`src/hdl/psg_registers_and_voice_rates_assert.svh`:
```
// assertion macros shared by the psg register block
// needs clk and rst_n in scope where used
`ifndef PSG_REGISTERS_AND_VOICE_RATES_ASSERT_SVH
`define PSG_REGISTERS_AND_VOICE_RATES_ASSERT_SVH

// antecedent implies consequent in the same cycle
`define PSGRV_ASSERT_SAME(lbl, ante, cons, msg) \
  lbl: assert property (@(posedge clk) disable iff (!rst_n) (ante) |-> (cons)) \
    else $error(msg);

// antecedent implies consequent in the next cycle
`define PSGRV_ASSERT_NEXT(lbl, ante, cons, msg) \
  lbl: assert property (@(posedge clk) disable iff (!rst_n) (ante) |=> (cons)) \
    else $error(msg);

`endif

```
`src/hdl/psgrv_pkg.sv`:
```
// shared codes, constants and controller/datapath structs for the psg block
// no dependencies
package psgrv_pkg;

  localparam logic [1:0] OP_WRITE  = 2'd0;
  localparam logic [1:0] OP_READ   = 2'd1;
  localparam logic [1:0] OP_TICK   = 2'd2;

  localparam logic [1:0] PORT_SEL  = 2'd0;
  localparam logic [1:0] PORT_DATA = 2'd2;

  localparam logic [3:0] REG_NOISE     = 4'd6;
  localparam logic [3:0] REG_MIXER     = 4'd7;
  localparam logic [3:0] REG_ENV_FINE  = 4'd12;
  localparam logic [3:0] REG_ENV_SHAPE = 4'd13;
  localparam logic [3:0] REG_PORT_A    = 4'd14;
  localparam logic [3:0] REG_PORT_B    = 4'd15;

  localparam int          NUM_VOICES = 3;
  localparam logic [1:0]  LAST_VOICE = 2'd2;
  localparam logic [16:0] TONE_CLOCK = 17'd125000;

  localparam int         STEP_W   = 5;
  // one quotient bit per step
  localparam logic [4:0] DIV_LAST = 5'd16;

  localparam logic [3:0] DECAY_FULL = 4'd15;

  typedef struct packed {
    logic       bus_load;
    logic       div_init;
    logic       div_step;
    logic       voice_emit;
    logic [1:0] voice;
    logic [1:0] init_voice;
  } cmd_t;

  typedef struct packed {
    logic out_free;
  } status_t;

endpackage

```
`src/hdl/psg_registers_and_voice_rates.sv`:
```
// bus access: its word is on the output register the cycle after it is accepted
// tick: three words, one per voice, each after its divider steps; no new access until it ends
// each tone rate is 125000/period from the single shared one-bit-a-cycle divider
// reset (rst_n low, synchronous) clears the register file, select, decay, lines and out_valid
// top level: joins psgrv_ctrl and psgrv_dp, depends on psgrv_pkg
module psg_registers_and_voice_rates (
  input  logic        clk,
  input  logic        rst_n,
  input  logic        in_valid,
  output logic        in_ready,
  input  logic [1:0]  in_operation,
  input  logic [1:0]  in_port,
  input  logic [7:0]  in_data,
  output logic        out_valid,
  input  logic        out_ready,
  output logic [7:0]  out_read_data,
  output logic        out_accepted,
  output logic [3:0]  out_line_outputs,
  output logic        out_printer_valid,
  output logic [7:0]  out_printer_byte,
  output logic [1:0]  out_voice_index,
  output logic [16:0] out_voice_rate,
  output logic [3:0]  out_voice_volume,
  output logic        out_voice_noise,
  output logic        out_last
);
  import psgrv_pkg::*;

  cmd_t    cmd;
  status_t sts;

  psgrv_ctrl u_ctrl (
    .clk          (clk),
    .rst_n        (rst_n),
    .in_valid     (in_valid),
    .in_ready     (in_ready),
    .in_operation (in_operation),
    .sts          (sts),
    .cmd          (cmd)
  );

  psgrv_dp u_dp (
    .clk               (clk),
    .rst_n             (rst_n),
    .cmd               (cmd),
    .sts               (sts),
    .in_operation      (in_operation),
    .in_port           (in_port),
    .in_data           (in_data),
    .out_valid         (out_valid),
    .out_ready         (out_ready),
    .out_read_data     (out_read_data),
    .out_accepted      (out_accepted),
    .out_line_outputs  (out_line_outputs),
    .out_printer_valid (out_printer_valid),
    .out_printer_byte  (out_printer_byte),
    .out_voice_index   (out_voice_index),
    .out_voice_rate    (out_voice_rate),
    .out_voice_volume  (out_voice_volume),
    .out_voice_noise   (out_voice_noise),
    .out_last          (out_last)
  );

endmodule

```
`src/hdl/psgrv_ctrl.sv`:
```
// sequencer for the psg block: accepts words and steps the shared divider per voice
// depends on psgrv_pkg and the assertion header
`include "psg_registers_and_voice_rates_assert.svh"

module psgrv_ctrl (
  input  logic              clk,
  input  logic              rst_n,
  input  logic              in_valid,
  output logic              in_ready,
  input  logic [1:0]        in_operation,
  input  psgrv_pkg::status_t sts,
  output psgrv_pkg::cmd_t    cmd
);
  import psgrv_pkg::*;

  typedef enum logic [2:0] {
    S_IDLE = 3'b001,
    S_DIV  = 3'b010,
    S_EMIT = 3'b100
  } state_t;

  state_t              state_r, state_nxt;
  logic [1:0]          voice_r, voice_nxt;
  logic [STEP_W-1:0]   step_r, step_nxt;

  always_ff @(posedge clk) begin
    if (!rst_n) begin
      state_r <= S_IDLE;
      voice_r <= 2'd0;
      step_r  <= '0;
    end else begin
      state_r <= state_nxt;
      voice_r <= voice_nxt;
      step_r  <= step_nxt;
    end
  end

  always_comb begin
    state_nxt      = state_r;
    voice_nxt      = voice_r;
    step_nxt       = step_r;
    cmd            = '0;
    cmd.voice      = voice_r;
    in_ready       = (state_r == S_IDLE) && sts.out_free;
    case (state_r)
      S_IDLE: begin
        if (in_valid && in_ready) begin
          if (in_operation == OP_TICK) begin
            state_nxt      = S_DIV;
            voice_nxt      = 2'd0;
            step_nxt       = '0;
            cmd.div_init   = 1'b1;
            cmd.init_voice = 2'd0;
          end else begin
            cmd.bus_load = 1'b1;
          end
        end
      end
      S_DIV: begin
        cmd.div_step = 1'b1;
        if (step_r == DIV_LAST) begin
          state_nxt = S_EMIT;
        end else begin
          step_nxt = step_r + 1'b1;
        end
      end
      S_EMIT: begin
        if (sts.out_free) begin
          cmd.voice_emit = 1'b1;
          if (voice_r == LAST_VOICE) begin
            state_nxt = S_IDLE;
          end else begin
            voice_nxt      = voice_r + 1'b1;
            cmd.div_init   = 1'b1;
            cmd.init_voice = voice_r + 1'b1;
            step_nxt       = '0;
            state_nxt      = S_DIV;
          end
        end
      end
      default: begin
        state_nxt = S_IDLE;
      end
    endcase
  end

  `PSGRV_ASSERT_NEXT(a_tick_starts_div,
    in_valid && in_ready && in_operation == OP_TICK,
    state_r == S_DIV && voice_r == 2'd0 && step_r == '0,
    "tick did not start the divider on voice 0")
  `PSGRV_ASSERT_NEXT(a_div_ends,
    state_r == S_DIV && step_r == DIV_LAST,
    state_r == S_EMIT,
    "divider did not hand over after its last step")
  `PSGRV_ASSERT_NEXT(a_last_voice_idle,
    state_r == S_EMIT && sts.out_free && voice_r == LAST_VOICE,
    state_r == S_IDLE,
    "sequencer did not return to idle after the last voice")
  `PSGRV_ASSERT_SAME(a_voice_range, 1'b1, voice_r != 2'd3,
    "voice counter out of range")

endmodule

```
`src/hdl/psgrv_dp.sv`:
```
// register file, decay levels, line state, shared restoring divider and output word
// depends on psgrv_pkg
module psgrv_dp (
  input  logic               clk,
  input  logic               rst_n,
  input  psgrv_pkg::cmd_t    cmd,
  output psgrv_pkg::status_t sts,
  input  logic [1:0]         in_operation,
  input  logic [1:0]         in_port,
  input  logic [7:0]         in_data,
  output logic               out_valid,
  input  logic               out_ready,
  output logic [7:0]         out_read_data,
  output logic               out_accepted,
  output logic [3:0]         out_line_outputs,
  output logic               out_printer_valid,
  output logic [7:0]         out_printer_byte,
  output logic [1:0]         out_voice_index,
  output logic [16:0]        out_voice_rate,
  output logic [3:0]         out_voice_volume,
  output logic               out_voice_noise,
  output logic               out_last
);
  import psgrv_pkg::*;

  logic [7:0]  regs_r  [16];
  logic [7:0]  regs_nxt[16];
  logic [3:0]  sel_r, sel_nxt;
  logic [3:0]  decay_r  [NUM_VOICES];
  logic [3:0]  decay_nxt[NUM_VOICES];
  logic [3:0]  line_r, line_nxt;

  logic [11:0] divisor_r;
  logic [11:0] rem_r;
  logic [16:0] quot_r;
  logic [12:0] trial;
  logic [12:0] diff;

  logic        ov_r, ov_nxt;
  logic [7:0]  rd_r, rd_nxt;
  logic        acc_r, acc_nxt;
  logic [3:0]  lo_r, lo_nxt;
  logic        pv_r, pv_nxt;
  logic [7:0]  pb_r, pb_nxt;
  logic [1:0]  idx_r, idx_nxt;
  logic [16:0] rate_r, rate_nxt;
  logic [3:0]  vol_r, vol_nxt;
  logic        nz_r, nz_nxt;
  logic        last_r, last_nxt;

  logic [11:0] period_w[NUM_VOICES];
  logic [4:0]  volreg_w[NUM_VOICES];

  assign period_w[0] = {regs_r[1][3:0], regs_r[0]};
  assign period_w[1] = {regs_r[3][3:0], regs_r[2]};
  assign period_w[2] = {regs_r[5][3:0], regs_r[4]};
  assign volreg_w[0] = regs_r[8][4:0];
  assign volreg_w[1] = regs_r[9][4:0];
  assign volreg_w[2] = regs_r[10][4:0];

  // envelope shapes that keep decaying
  function automatic logic shape_decays(input logic [3:0] shape);
    shape_decays = (shape <= 4'd7) || (shape == 4'd9) || (shape == 4'd13) || (shape == 4'd15);
  endfunction

  assign sts.out_free = !ov_r || out_ready;

  // restoring division, one quotient bit a cycle
  assign trial = {rem_r, quot_r[16]};
  assign diff  = trial - {1'b0, divisor_r};

  always_ff @(posedge clk) begin
    if (cmd.div_init) begin
      divisor_r <= period_w[cmd.init_voice];
      rem_r     <= '0;
      quot_r    <= TONE_CLOCK;
    end else if (cmd.div_step) begin
      if (!diff[12]) begin
        rem_r  <= diff[11:0];
        quot_r <= {quot_r[15:0], 1'b1};
      end else begin
        rem_r  <= trial[11:0];
        quot_r <= {quot_r[15:0], 1'b0};
      end
    end
  end

  logic [7:0]  changed;
  logic [11:0] v_period;
  logic [4:0]  v_vol;
  logic        v_tone, v_noise;
  logic [3:0]  v_lvl, v_dec;
  logic [16:0] v_freq;

  always_comb begin
    regs_nxt  = regs_r;
    sel_nxt   = sel_r;
    decay_nxt = decay_r;
    line_nxt  = line_r;
    ov_nxt    = ov_r;
    rd_nxt    = rd_r;
    acc_nxt   = acc_r;
    lo_nxt    = lo_r;
    pv_nxt    = pv_r;
    pb_nxt    = pb_r;
    idx_nxt   = idx_r;
    rate_nxt  = rate_r;
    vol_nxt   = vol_r;
    nz_nxt    = nz_r;
    last_nxt  = last_r;
    changed   = regs_r[sel_r] ^ in_data;
    v_period  = period_w[cmd.voice];
    v_vol     = volreg_w[cmd.voice];
    v_tone    = !regs_r[REG_MIXER][{1'b0, cmd.voice}];
    v_noise   = !regs_r[REG_MIXER][3'd3 + {1'b0, cmd.voice}];
    v_lvl     = decay_r[cmd.voice];
    v_dec     = (regs_r[REG_ENV_FINE] < 8'd8) ? 4'd2 : 4'd1;
    v_freq    = ((!v_tone && !v_noise) || v_vol == 5'd0 || v_period == 12'd0) ? 17'd0 : quot_r;

    if (cmd.bus_load) begin
      ov_nxt   = 1'b1;
      rd_nxt   = 8'd0;
      acc_nxt  = 1'b0;
      pv_nxt   = 1'b0;
      pb_nxt   = 8'd0;
      idx_nxt  = 2'd0;
      rate_nxt = 17'd0;
      vol_nxt  = 4'd0;
      nz_nxt   = 1'b0;
      last_nxt = 1'b1;
      case (in_operation)
        OP_WRITE: begin
          case (in_port)
            PORT_SEL: begin
              sel_nxt = in_data[3:0];
              acc_nxt = 1'b1;
            end
            PORT_DATA: begin
              acc_nxt        = 1'b1;
              regs_nxt[sel_r] = in_data;
              if (sel_r == REG_ENV_SHAPE) begin
                for (int v = 0; v < NUM_VOICES; v++) begin
                  decay_nxt[v] = DECAY_FULL;
                end
              end
              if (changed != 8'd0) begin
                if (sel_r == REG_PORT_A) begin
                  // strobe goes out on a falling bit 5
                  if (changed[5] && !in_data[5]) begin
                    pv_nxt = 1'b1;
                    pb_nxt = regs_r[REG_PORT_B];
                  end
                  line_nxt = {in_data[4], in_data[3], ~in_data[2], ~in_data[0]};
                end else if (sel_r == REG_MIXER) begin
                  for (int v = 0; v < NUM_VOICES; v++) begin
                    if (changed[v] && !in_data[v]) begin
                      decay_nxt[v] = DECAY_FULL;
                    end
                  end
                end
              end
            end
            default: begin
              acc_nxt = 1'b0;
            end
          endcase
        end
        OP_READ: begin
          rd_nxt  = regs_r[sel_r];
          acc_nxt = 1'b1;
        end
        default: begin
          acc_nxt = 1'b0;
        end
      endcase
      lo_nxt = line_nxt;
    end else if (cmd.voice_emit) begin
      ov_nxt   = 1'b1;
      rd_nxt   = 8'd0;
      acc_nxt  = 1'b1;
      lo_nxt   = line_r;
      pv_nxt   = 1'b0;
      pb_nxt   = 8'd0;
      idx_nxt  = cmd.voice;
      last_nxt = (cmd.voice == LAST_VOICE);
      vol_nxt  = v_vol[3:0];
      if (v_vol[4]) begin
        vol_nxt = v_lvl;
        if (v_lvl != 4'd0 && shape_decays(regs_r[REG_ENV_SHAPE][3:0])) begin
          if (v_lvl < v_dec) begin
            decay_nxt[cmd.voice] = 4'd0;
            v_freq               = 17'd0;
          end else begin
            decay_nxt[cmd.voice] = v_lvl - v_dec;
          end
        end
      end
      nz_nxt   = v_noise;
      rate_nxt = v_noise ? {6'd0, regs_r[REG_NOISE], 3'd0} : v_freq;
    end else if (out_ready) begin
      ov_nxt = 1'b0;
    end
  end

  always_ff @(posedge clk) begin
    if (!rst_n) begin
      for (int i = 0; i < 16; i++) begin
        regs_r[i] <= 8'd0;
      end
      for (int v = 0; v < NUM_VOICES; v++) begin
        decay_r[v] <= 4'd0;
      end
      sel_r  <= 4'd0;
      line_r <= 4'd0;
      ov_r   <= 1'b0;
    end else begin
      regs_r  <= regs_nxt;
      decay_r <= decay_nxt;
      sel_r   <= sel_nxt;
      line_r  <= line_nxt;
      ov_r    <= ov_nxt;
    end
  end

  always_ff @(posedge clk) begin
    rd_r   <= rd_nxt;
    acc_r  <= acc_nxt;
    lo_r   <= lo_nxt;
    pv_r   <= pv_nxt;
    pb_r   <= pb_nxt;
    idx_r  <= idx_nxt;
    rate_r <= rate_nxt;
    vol_r  <= vol_nxt;
    nz_r   <= nz_nxt;
    last_r <= last_nxt;
  end

  assign out_valid         = ov_r;
  assign out_read_data     = rd_r;
  assign out_accepted      = acc_r;
  assign out_line_outputs  = lo_r;
  assign out_printer_valid = pv_r;
  assign out_printer_byte  = pb_r;
  assign out_voice_index   = idx_r;
  assign out_voice_rate    = rate_r;
  assign out_voice_volume  = vol_r;
  assign out_voice_noise   = nz_r;
  assign out_last          = last_r;

endmodule

```
`config.mk`:
```
export PLATFORM = sky130hd
export DESIGN_NAME = psg_registers_and_voice_rates
export DESIGN_NICKNAME = d
export VERILOG_FILES = /design/src/hdl/psgrv_pkg.sv /design/src/hdl/psg_registers_and_voice_rates.sv /design/src/hdl/psgrv_ctrl.sv /design/src/hdl/psgrv_dp.sv
export VERILOG_INCLUDE_DIRS = /design/src /design/src/hdl
export SDC_FILE = /design/constraint.sdc
export NUM_CORES = 1
export LEC_CHECK = 0
export ABC_CLOCK_PERIOD_IN_PS = 4340
export BUFFER_PORTS_ARGS = -buffer_cell sky130_fd_sc_hd__buf_2
export CAP_MARGIN = 20
export CORE_ASPECT_RATIO = 1.2
export CORE_MARGIN = 1.5
export CORE_UTILIZATION = 47
export CTS_CLUSTER_SIZE = 28
export DETAILED_ROUTE_END_ITERATION = 10
export PLACE_DENSITY = 0.61
export SYNTH_ARGS = -nofsm -noshare
export SYNTH_HDL_FRONTEND = slang
export SYNTH_SLANG_ARGS = --single-unit
```
`constraint.sdc`:
```
create_clock -name clk -period 4.34 [get_ports clk]
set_clock_uncertainty 0.2 [all_clocks]
set_input_delay 0.217 -clock clk [delete_from_list [all_inputs] [get_ports clk]]
set_output_delay 0.217 -clock clk [all_outputs]
set_load 0.02 [all_outputs]
```
==> metrics.md, run 1 <==
| Metric | Value |
|---|---|
| Status | complete, no violations |
| VDD IR-drop max | 0.000312 V |
| Inst Count DP | 1,685 |
| Mapped Nets | between 1,000 and 1,500 |
| Ratio of final minimum period to clock period | 88.6% |
| Synth Register Bits | 247 |
| NumNets Final | around 1,400 |
| EDFF count, synth | 34 |
| Critical Path AT | around 4 ns |
| Sequential element share of the synthesized area | 43.9% |
| Worst Path Max Fanout | 35 |
| # DRC | 0 |
| Cell Area, Synth | 12,000 µm² |
| Distinct cells, synth | 68 |
| Commonest cells post-synth | 338 x nand2_1, 213 x dfxtp_1, 176 x a21oi_1 |
| Critical R2R Capture | u_dp.out_printer_byte[7] |
| Count leader, synth | nand2_1 |
| Crit. End Element | flip-flop |
| Final hold viol count | 0 |
| Clk sinks | roughly 250 |
| H-tree depth | 1 |
| Final core occ | 54.4% |
| CTS root buf | clkbuf_16 |
| Worst EP required | around 4.6 ns |
| Pleak | just under 5 nW |
| Slowest stage delay, CP | ~0.92 ns |
| Post-synth ARST share | 0% |
| Setup TNS | 0 ns |
| Die width | around 150 µm |
| Clk buf depth | 3 |
| Worst-path clk slew | roughly 0.07 ns |
| Synth Warn # | 0 |
| Slew Viols, Final | 0 |
| Synth area leaders | dfxtp_1 35%, nand2_1 11%, edfxtp_1 8.5% |
| First-pass GRT wire length | 56.8 mm |
| Startpoint Class | flip-flop |
| Worst-Skew Late Latency | ~0.54 ns |
| Tmin final | 3.84 ns |
| Setup ws final | just under 0.5 ns |
| CTS Buf Count | 26 |
| Design area | around 14,000 µm² |
| Worst Hold Depth | 3 |
| Pwr Total | 4.96 mW |
| Avg Cell Area, Syn | about 9 µm² |
| WHS Endpoint | u_dp.regs_r[67] |
| Hold/Removal Path Class | in2reg |
| Placed Area | 12,500 µm² |
| Crit-path most repeated cell | mux4_2 |
| Setup violators final | 0 |
| RSZ-0062 raised after global routing | no |
| Remaining global-route overflow | 0 |
| Initial antenna violation count | 0 |
| RR Startpoint | u_dp.sel_r[1] |
| R2R depth | 8 |
| Crit path launch | u_dp.sel_r[1] |
| Place WS | 0.501 ns |
| Crit path cell chain | mux4_2 > mux4_2 > ha_1 > and4_1 > o2111ai_4 > a21oi_1 > nor3b_1 > and2_1 |
| Die area | 26,600 µm² |
| Rel. slew slack | a little over a quarter |
| Final RePlAce weighted congestion | slightly above 0.9 |
| Via-to-Cell Ratio | 5.87 |
| Detailed Place HPWL | between 20 and 30 mm |
| Pin count of the biggest net entering global routing | 100 |
| Max stage delay cell, worst path | dfxtp_2 |
| CTS tree | built |
| Die H | ~180 µm |
| Antenna viol nets, final | 0 |
| DR pass1 iterations | 5 |
| Fin cells | 1,749 |
| R2R Setup Slk | ~0.50 ns |
| Min-delay src | in_data[3] |
| Setup CP Type | reg2reg |
| Worst-Margin Slew | approximately 1.1 ns |
| Routed wire length per instance | 21.1 µm |
| Layout area overhead | 12.7% |
| Fraction of layout cells with a size suffix above 1 | between 10 and 15% |
| Initial core utilization | between 40% and 50% |
| Post-CTS Setup Inserts | 0 |
| Vias in the first global route | about 9,700 |
| N_diodes | 0 |
| PwrDens | roughly 370 nW/µm² |
| Total Routing Usage GR | 27.9% |
| Rows | 63 |
| Top cell type's share of synthesized area | 35.5% |
| Largest area contributor in the netlist | dfxtp_1 |
| Fmax achieved | around 0.26 GHz |
| Primary FF master, synth | dfxtp_1 |
| DRT Wirelength | about 37 mm |
| # port buffers | 64 |
| Cells after synthesis | about 1,400 |
| Worst hold slack | between 0.02 and 0.025 ns |
| Max-cap violations | 0 |
| IO Pins | 65 |
| Detailed Route Iter0 Violations | 915 |
| Placeable Area | around 25,000 µm² |
| Vias after detailed routing | 10,270 |
[worst max path at each step]
| stage | endpoint | depth (start not counted) |
|---|---|---|
| after floorplan | u_dp.out_line_outputs[0] | 9 |
| after global placement | u_dp.out_printer_byte[2] | 8 |
| after global routing | u_dp.out_printer_byte[7] | 8 |
| final | u_dp.out_printer_byte[7] | 8 |
| after CTS | u_dp.out_printer_byte[7] | 8 |
| after detailed placement | u_dp.out_printer_byte[7] | 8 |
[flip-flops by register name, indices dropped and copies added, names as in the netlist, 5 cells and up]
signal	cells
u_dp.rem_r	12
u_dp.out_printer_byte	8
u_dp.regs_r	92
u_dp.quot_r	17
u_dp.out_read_data	8
u_ctrl.step_r	5
u_dp.divisor_r	12
u_dp.out_voice_rate	17
u_dp.decay_r	12
u_dp.period_w	36
[critical path: cells and delay by family, from the launching register on]
| family | cells | cell delay [ns] |
|---|---|---|
| simple gates | 3 | 1.11 |
| compound gates | 2 | 0.22 |
| fa+ha+maj | 1 | 0.29 |
| flops | 1 | 0.92 |
| mux | 2 | 0.95 |
[layer usage]
layer	track usage [%]	share of wire, %	vias up
li1	-	-	4852
met1	34.8	40	4904
met2	46.1	48	395
met3	4.86	6.7	119
met4	14.5	5.5	0
met5	0	0	-
[cells by family after synthesis]
| logic type | Yosys count | synth area share, % |
|---|---|---|
| xor+xnor | 21 | 1.59 |
| mux | 77 | 10.9 |
| flops | 247 | 43.9 |
| simple gates | 529 | 19.4 |
| fa+ha+maj | 27 | 2.93 |
| compound gates | 330 | 16.6 |
| buf+inv | 139 | 4.66 |
[final cells by class]
cell class                      count  area (µm²)
Fill cell                        2316       11300
Timing Repair Buffer              103         648
Sequential cell                   247        5290
Clock inverter                     11         119
Tap cell                          325         407
Clock buffer                       37         753
Multi-Input combinational cell    984        6180
Inverter                           42         160
[where the power goes]
part	internal [mW]	switching [mW]	leakage [nW]
clock	1.33	0.939	0.433
sequential	2.35	0.0208	2.05
combinational	0.115	0.208	2.45
[placed cells by master (no fill, tap or decap), types with 4 or more instances in the layout]
master,count
nand2_1,338
dfxtp_1,211
a21oi_1,176
buf_2,65
nor2_1,56
o21ai_0,44
inv_1,41
mux4_2,40
edfxtp_1,34
and2_1,29
mux2i_1,28
clkbuf_16,27
ha_1,25
buf_4,23
nor3_1,16
nor2b_1,15
a211oi_1,15
a22oi_1,15
dlygate4sd3_1,15
nand3_1,14
a21o_1,12
xor2_1,12
nand2b_1,11
nor4_1,10
and3_1,10
a22o_1,9
xnor2_1,8
o22ai_1,8
a31oi_1,8
o21a_1,8
o211ai_1,7
nand4_1,6
clkbuf_1,6
clkinv_2,6
mux2_2,4
mux2_4,4
a222oi_1,4
clkbuf_8,4
[what timing repair did]
item	4_1_cts	5_1_grt
gates resized for setup	0	0
hold buffers	15	0
endpoints found under the hold margin	85	0
endpoints found under the setup margin	0	0
Power figures use the tool's default switching activity.
==> run 2, diff against run 1 <==
Settings changed: SYNTH_HIERARCHICAL from default to 1.
==> run 2 against run 1 <==
Compared with the run above: register-to-register slack gained 0.26 ns; combinational power shrank 7.4%; clock-buffer cell count shrank 1; wire length grew 0.63%; first-iteration DRC count shrank 1.2%; worst hold slack gained 0.011 ns; final cell count shrank 0.69%; via count grew 0.48%; area after synthesis grew 4.5%; global-route usage shrank 1.6 points; critical path type unchanged; critical endpoint is now u_dp/out_printer_byte[0]; largest cell class unchanged.
==> metrics.md, run 2 <==
| Metric | Value |
|---|---|
| PwrDens | 352 nW/µm² |
| Layout area overhead | 12.7% |
| Synth Warn # | 6 |
| Rel. slew slack | a little under a third |
| Commonest cells after routing, fill and taps aside | 211 x dfxtp_1, 160 x nand2_1, 118 x nand3_1 |
| Slew Viols, Final | 0 |
| H-tree depth | 1 |
| Critical Path AT | ~3.7 ns |
| First-pass GRT wire length | 57.6 mm |
| Remaining global-route overflow | 0 |
| Register bank with the most flops | u_dp/regs_r |
| Placed Area | ~13,000 µm² |
| Worst Path Max Fanout | 23 |
| Critical R2R Capture | u_dp/out_printer_byte[0] |
| Detailed Route Iter0 Violations | around 900 |
| RSZ-0062 raised after global routing | no |
| Avg Cell Area, Syn | 9.34 µm² |
| Largest area contributor in the netlist | dfxtp_1 |
| Synth area leaders | dfxtp_1 34%, edfxtp_1 8.1%, mux2i_1 8.0% |
| VDD IR-drop max | approximately 0.00030 V |
| Detailed Place HPWL | 25.5 mm |
| Vias after detailed routing | 10,319 |
| CTS Buf Count | 28 |
| Crit path capture | u_dp/out_printer_byte[0] |
| Clk buf depth | 3 |
| Crit path launch | u_dp/sel_r[0] |
| Status | complete, no violations |
| Fmax achieved | between 0.2 and 0.3 GHz |
| Tmin final | about 3.6 ns |
| NumNets Final | between 1,000 and 1,500 |
| Pleak | about 5.2 nW |
| Die area | about 28,000 µm² |
| # port buffers | 64 |
| Max reg flops | 92 |
| R2R Setup Slk | approximately 0.76 ns |
| Worst-path clk slew | 0.06 ns |
| CTS root buf | clkbuf_16 |
| Fraction of layout cells with a size suffix above 1 | 14.1% |
| Cell Area, Synth | 12,600 µm² |
| RR Startpoint | u_dp/sel_r[0] |
| N_diodes | 0 |
| Design area | 14,200 µm² |
| Commonest cells post-synth | 213 x dfxtp_1, 160 x nand2_1, 118 x nand3_1 |
| Sequential element share of the synthesized area | 42.0% |
| Setup violators final | 0 |
| Placeable Area | 26,300 µm² |
| Ratio of final minimum period to clock period | between 80% and 90% |
| Initial antenna violation count | 0 |
| Post-CTS sizing | 0 |
| CTS Hold Bufs | 12 |
| Die H | 182 µm |
| # DRC | 0 |
| Pin count of the biggest net entering global routing | 80 |
| Mapped Nets | ~1,400 |
| Hold/Removal Path Class | in2reg |
| Worst EP required | ~4.4 ns |
| Top cell type's share of synthesized area | between 30% and 40% |
| Final RePlAce weighted congestion | between 0.9 and 1 |
| Initial core utilization | 47.8% |
| R2R depth | 7 |
| DRT Wirelength | roughly 37 mm |
| FILL cells | 2,430 |
| CTS tree | built |
| Distinct cells, synth | 69 |
| Routed wire length per instance | about 21 µm |
| Rows | 65 |
| Pwr Total | about 5 mW |
| Crit. End Element | flip-flop |
| Vias in the first global route | ~9,800 |
| DR pass1 iterations | 5 |
| Die width | around 150 µm |
| Final core occ | 53.9% |
| IO Pins | 65 |
| Clk sinks | between 200 and 250 |
| Most common cell after layout, fill and taps aside | dfxtp_1 |
| Antenna viol nets, final | 0 |
| Post-CTS Setup Inserts | 0 |
| Setup TNS | 0 ns |
| Worst-Margin Slew | 1.04 ns |
| Via-to-Cell Ratio | 5.94 |
| Setup CP Type | reg2reg |
| Total Routing Usage GR | between 20% and 30% |
| Synth Register Bits | 247 |
| Max-cap violations | 0 |
| Startpoint Class | flip-flop |
| Final hold viol count | 0 |
| Count leader, synth | dfxtp_1 |
| Primary FF master, synth | dfxtp_1 |
| Worst-Skew Late Latency | around 0.55 ns |
| Post-synth ARST share | 0% |
| Cells after synthesis | between 1,000 and 1,500 |
| EDFF count, synth | 34 |
run 2: logic make-up (layout without fill, tap and decap cells):
kind of cell / after synthesis / after routing / synth area share [%]
xor gates and xnor gates: 14 / 14 / 0.975
adders and majority gates: 28 / 28 / 2.91
and+or+nand+nor: 492 / 492 / 18.9
muxes: 145 / 145 / 14.9
buffers and inverters: 140 / 196 / 4.64
DFF: 247 / 247 / 42.0
AOI/OAI and AO/OA: 280 / 280 / 15.7
run 2: cell type report:
class | instances | area (µm²) | share of cell area, %
multi-input combinational | 959 | 6720 | 47.4
sequential | 247 | 5290 | 37.3
clock buffer | 36 | 792 | 5.59
timing repair buffer | 105 | 673 | 4.75
tap | 335 | 419 | 2.96
inverter | 41 | 154 | 1.09
clock inverter | 14 | 121 | 0.857
run 2: worst min path at each step:
stage	start	end	slack [ns]	cells past startpoint
floorplan	rst_n	u_ctrl/state_r[0]	0.08	1
global placement	u_dp/line_r[0]	u_dp/line_r[0]	0.24	2
detailed placement	u_dp/line_r[1]	u_dp/line_r[1]	0.26	2
CTS	in_data[0]	u_dp/regs_r[40]	0.0003	3
global route	in_data[0]	u_dp/period_w[32]	0.03	3
finish	in_data[0]	u_dp/regs_r[40]	0.03	3
run 2: metrics by stage:
stage,hold WS (ns),cells,setup WS (ns)
6_report,0.0326,1737,0.755
5_1_grt,0.0265,1737,0.552
4_1_cts,0.000309,1737,0.753
3_5_place_dp,0.256,1675,0.769
3_3_place_gp,0.244,1675,0.803
2_1_floorplan,0.0789,1346,0.746
run 2: report_power, final:
group	switching [mW]	internal (mW)
Clock	0.934	1.39
Sequential	0.0176	2.35
Combinational	0.192	0.107
run 2: worst max-delay path: stages, from the launching register on:
cell and delay (ns):
dfxtp_2 0.76, mux4_2 0.61, mux4_2 0.49, ha_1 0.29, nand4_1 0.11, a21o_1 0.24
o21a_1 0.37, and3_1 0.26
run 2: routing by layer:
| metal | vias up | global-route usage (%) | wire length (µm) |
|---|---|---|---|
| met4 | 0 | 10.9 | 1380 |
| met2 | 366 | 44.6 | 18000 |
| met5 | - | 0 | 0 |
| met1 | 4945 | 33.5 | 15600 |
| met3 | 91 | 3.97 | 2110 |
| li1 | 4917 | - | - |
==> run 3, diff against run 2 <==
Settings changed: ABC_AREA from default to 1, ABC_CLOCK_PERIOD_IN_PS 4340 to 3580.
Clock period 4.34 ns to 3.58 ns, I/O delays scaled along.
==> run 3 against run 2 <==
Compared with the run above: final cell count is 22% higher; die area is 0.60% lower; worst hold slack improved by 0.081 ns; global-route usage is 1.0 points higher; register-to-register slack got worse by 0.45 ns; cell area is essentially flat; clock-buffer cell count grew 3; setup slack worse by 0.45 ns; critical path depth up 9; clock power rose by 21%; critical endpoint is now u_dp/out_line_outputs[1]; highest routed layer unchanged.
==> metrics.md, run 3 <==
| Metric | Value |
|---|---|
| Status | complete, no violations |
| Primary FF master, synth | dfxtp_1 |
| Routed wire length per instance | 18.1 µm |
| Via-to-Cell Ratio | ~5.5 |
| Distinct cells, synth | 60 |
| Synth Register Bits | 247 |
| Avg Cell Area, Syn | 7.28 µm² |
| Slowest stage delay, CP | 0.58 ns |
| # DRC | 0 |
| Sequential element share of the synthesized area | approximately 42% |
| DR pass1 iterations | 5 |
| CTS tree | built |
| Post-synth ARST share | 0% |
| Max reg flops | a little over 90 |
| Detailed Route Iter0 Violations | approximately 800 |
| Setup TNS | 0 ns |
| Largest area contributor in the netlist | dfxtp_1 |
| Post-CTS sizing | 0 |
| Commonest cells post-synth | 351 x nand2_1, 218 x inv_1, 213 x dfxtp_1, 213 x o21ai_0, 166 x a21oi_1 |
| Pleak | between 5 and 6 nW |
| Count leader, synth | nand2_1 |
| N_diodes | 0 |
| Final core occ | 54.1% |
| Slew Viols, Final | 0 |
| Setup CP Type | reg2reg |
| Total Routing Usage GR | 27.3% |
| Worst Path Max Fanout | 14 |
| R2R Setup Slk | between 0.3 and 0.4 ns |
| Commonest cells after routing, fill and taps aside | 351 x nand2_1, 218 x inv_1, 213 x o21ai_0, 213 x dfxtp_1, 166 x a21oi_1 |
| H-tree depth | 1 |
| Initial core utilization | 47.7% |
| Setup violators final | 0 |
| Initial antenna violation count | 0 |
| EDFF count, synth | 34 |
| Worst-Margin Slew | roughly 0.76 ns |
| Placeable Area | around 26,000 µm² |
| # port buffers | 64 |
| Final hold viol count | 0 |
| Die area | 27,600 µm² |
| R2R depth | 16 |
| Crit path cell chain | nor2_2 > inv_1 > o22ai_1 > o21ai_0 > nand2_1 > inv_1 > nand3_1 > ha_1 > nand4_1 > o21bai_1 > nor2_2 > nand2_4 > nand2_2 > nand2_1 > o21ai_1 > inv_1 |
| Ratio of final minimum period to clock period | roughly nine tenths |
| Register bank with the most flops | u_dp/regs_r |
| Max stage delay cell, worst path | dfxtp_1 |
| Crit path capture | u_dp/out_line_outputs[1] |
| Worst EP required | about 3.7 ns |
| Vias in the first global route | between 10,000 and 15,000 |
| Max-cap violations | 0 |
| Layout area overhead | 13.4% |
| IO Pins | 65 |
| Synth Warn # | 6 |
| Tmin final | between 3 and 4 ns |
| Most common cell after layout, fill and taps aside | nand2_1 |
| Antenna viol nets, final | 0 |
| Startpoint Class | flip-flop |
| Pin count of the biggest net entering global routing | 81 |
| Crit-path most repeated cell | inv_1 |
| Rows | 65 |
| CTS Buf Count | 26 |
| Worst-path clk slew | about 0.060 ns |
| Clk sinks | 247 |
| Worst-Skew Late Latency | between 0.5 and 0.6 ns |
| Vias after detailed routing | between 10,000 and 15,000 |
| Crit path launch | u_dp/sel_r[1] |
| Die width | 152 µm |
| Critical R2R Capture | u_dp/out_line_outputs[1] |
| Clk buf depth | 3 |
| Die H | around 180 µm |
| Cell Area, Synth | between 10,000 and 15,000 µm² |
| Top cell type's share of synthesized area | between 30% and 40% |
| Hold/Removal Path Class | in2reg |
| Cells after synthesis | between 1,500 and 2,000 |
| DRT Wirelength | 38.5 mm |
| Fraction of layout cells with a size suffix above 1 | 11.8% |
| PwrDens | 446 nW/µm² |
| RR Startpoint | u_dp/sel_r[1] |
| CTS root buf | clkbuf_16 |
| Remaining global-route overflow | 0 |
| Synth area leaders | dfxtp_1 34%, nand2_1 11%, o21ai_0 8.5% |
| First-pass GRT wire length | ~60 mm |
| Rel. slew slack | 49.4% |
| Fmax achieved | roughly 0.30 GHz |
| VDD IR-drop max | between 0.0003 and 0.0004 V |
| Final RePlAce weighted congestion | slightly below 1 |
| Mapped Nets | about 1,800 |
| Crit. End Element | flip-flop |
| Detailed Place HPWL | ~27 mm |
| NumNets Final | 1,816 |
| Critical Path AT | approximately 3.4 ns |
| RSZ-0062 raised after global routing | no |
run 3: cell count changes in the layout (fill, tap and decap cells not counted), sizes merged, moves of 55 or more:
| cell | previous run | this run |
|---|---|---|
| nand3 | 118 | 48 |
| inv | 40 | 232 |
| o21ai | 20 | 236 |
| a21oi | 61 | 173 |
| nand2 | 160 | 359 |
| nor2 | 81 | 169 |
| mux2i | 101 | 0 |
| a21boi | 98 | 0 |
| nor2b | 55 | 0 |
run 3: worst max-delay path: cells and delay by family (launching register included):
family	cells	cell delay, ns
and+or+nand+nor	8	0.85
DFF	1	0.58
AOI/OAI and AO/OA	4	0.58
buffers and inverters	3	0.53
adders and majority gates	1	0.28
run 3: logic make-up (layout without fill, tap and decap cells):
family	Yosys count	in the layout	synth area share, %
AOI/OAI and AO/OA	497	497	22.5
xor gates and xnor gates	11	11	0.771
adders and majority gates	28	28	2.92
buffers and inverters	323	400	10.4
DFF	247	247	42.3
and+or+nand+nor	609	609	21.0
run 3: per-layer routing:
metal	part of all wire (%)	track usage, %
met4	4.0	11.4
met3	5.9	3.63
met5	0	0
met2	47	46.5
met1	43	34.9
run 3: worst min path at each step:
stage | from | slack (ns) | cells past startpoint | endpoint
final | in_operation[1] | 0.11 | 7 | u_ctrl/state_r[2]
after global routing | in_operation[1] | 0.17 | 6 | u_dp/sel_r[2]
after detailed placement | u_dp/regs_r[100] | 0.24 | 2 | u_dp/regs_r[100]
after floorplan | in_data[0] | 0.17 | 2 | u_dp/sel_r[0]
after CTS | in_operation[1] | 0.06 | 7 | u_ctrl/state_r[2]
after global placement | u_dp/regs_r[119] | 0.23 | 2 | u_dp/regs_r[119]
run 3: repair_timing:
item / CTS / global route
hold buffers: 16 / 0
setup buffers: 0 / 0
hold endpoints to repair: 94 / 0
run 3: stage by stage:
stage	cell area (µm²)	std cells	setup slack [ns]	total power, mW	hold slack, ns
final	14200	2127	0.301	6.32	0.114
after global routing	14200	2127	0.000967	6.55	0.167
after CTS	14200	2127	0.366	6.37	0.0628
after detailed placement	13100	2063	0.375	3.55	0.235
after global placement	13100	2063	0.428	3.54	0.232
after floorplan	12500	1715	0.624	3.37	0.172
run 3: where the power goes:
group	internal [mW]	switching (mW)
clock	1.69	1.13
sequential	2.86	0.0364
combinational	0.191	0.418
total	4.74	1.58
run 3: final cells by class:
class / count / area (µm²)
multi-input combinational: 1145 / 5900
clock buffer: 39 / 801
fill: 2569 / 12000
clock inverter: 9 / 101
tap: 335 / 419
timing repair buffer: 115 / 758
inverter: 237 / 901
sequential: 247 / 5290
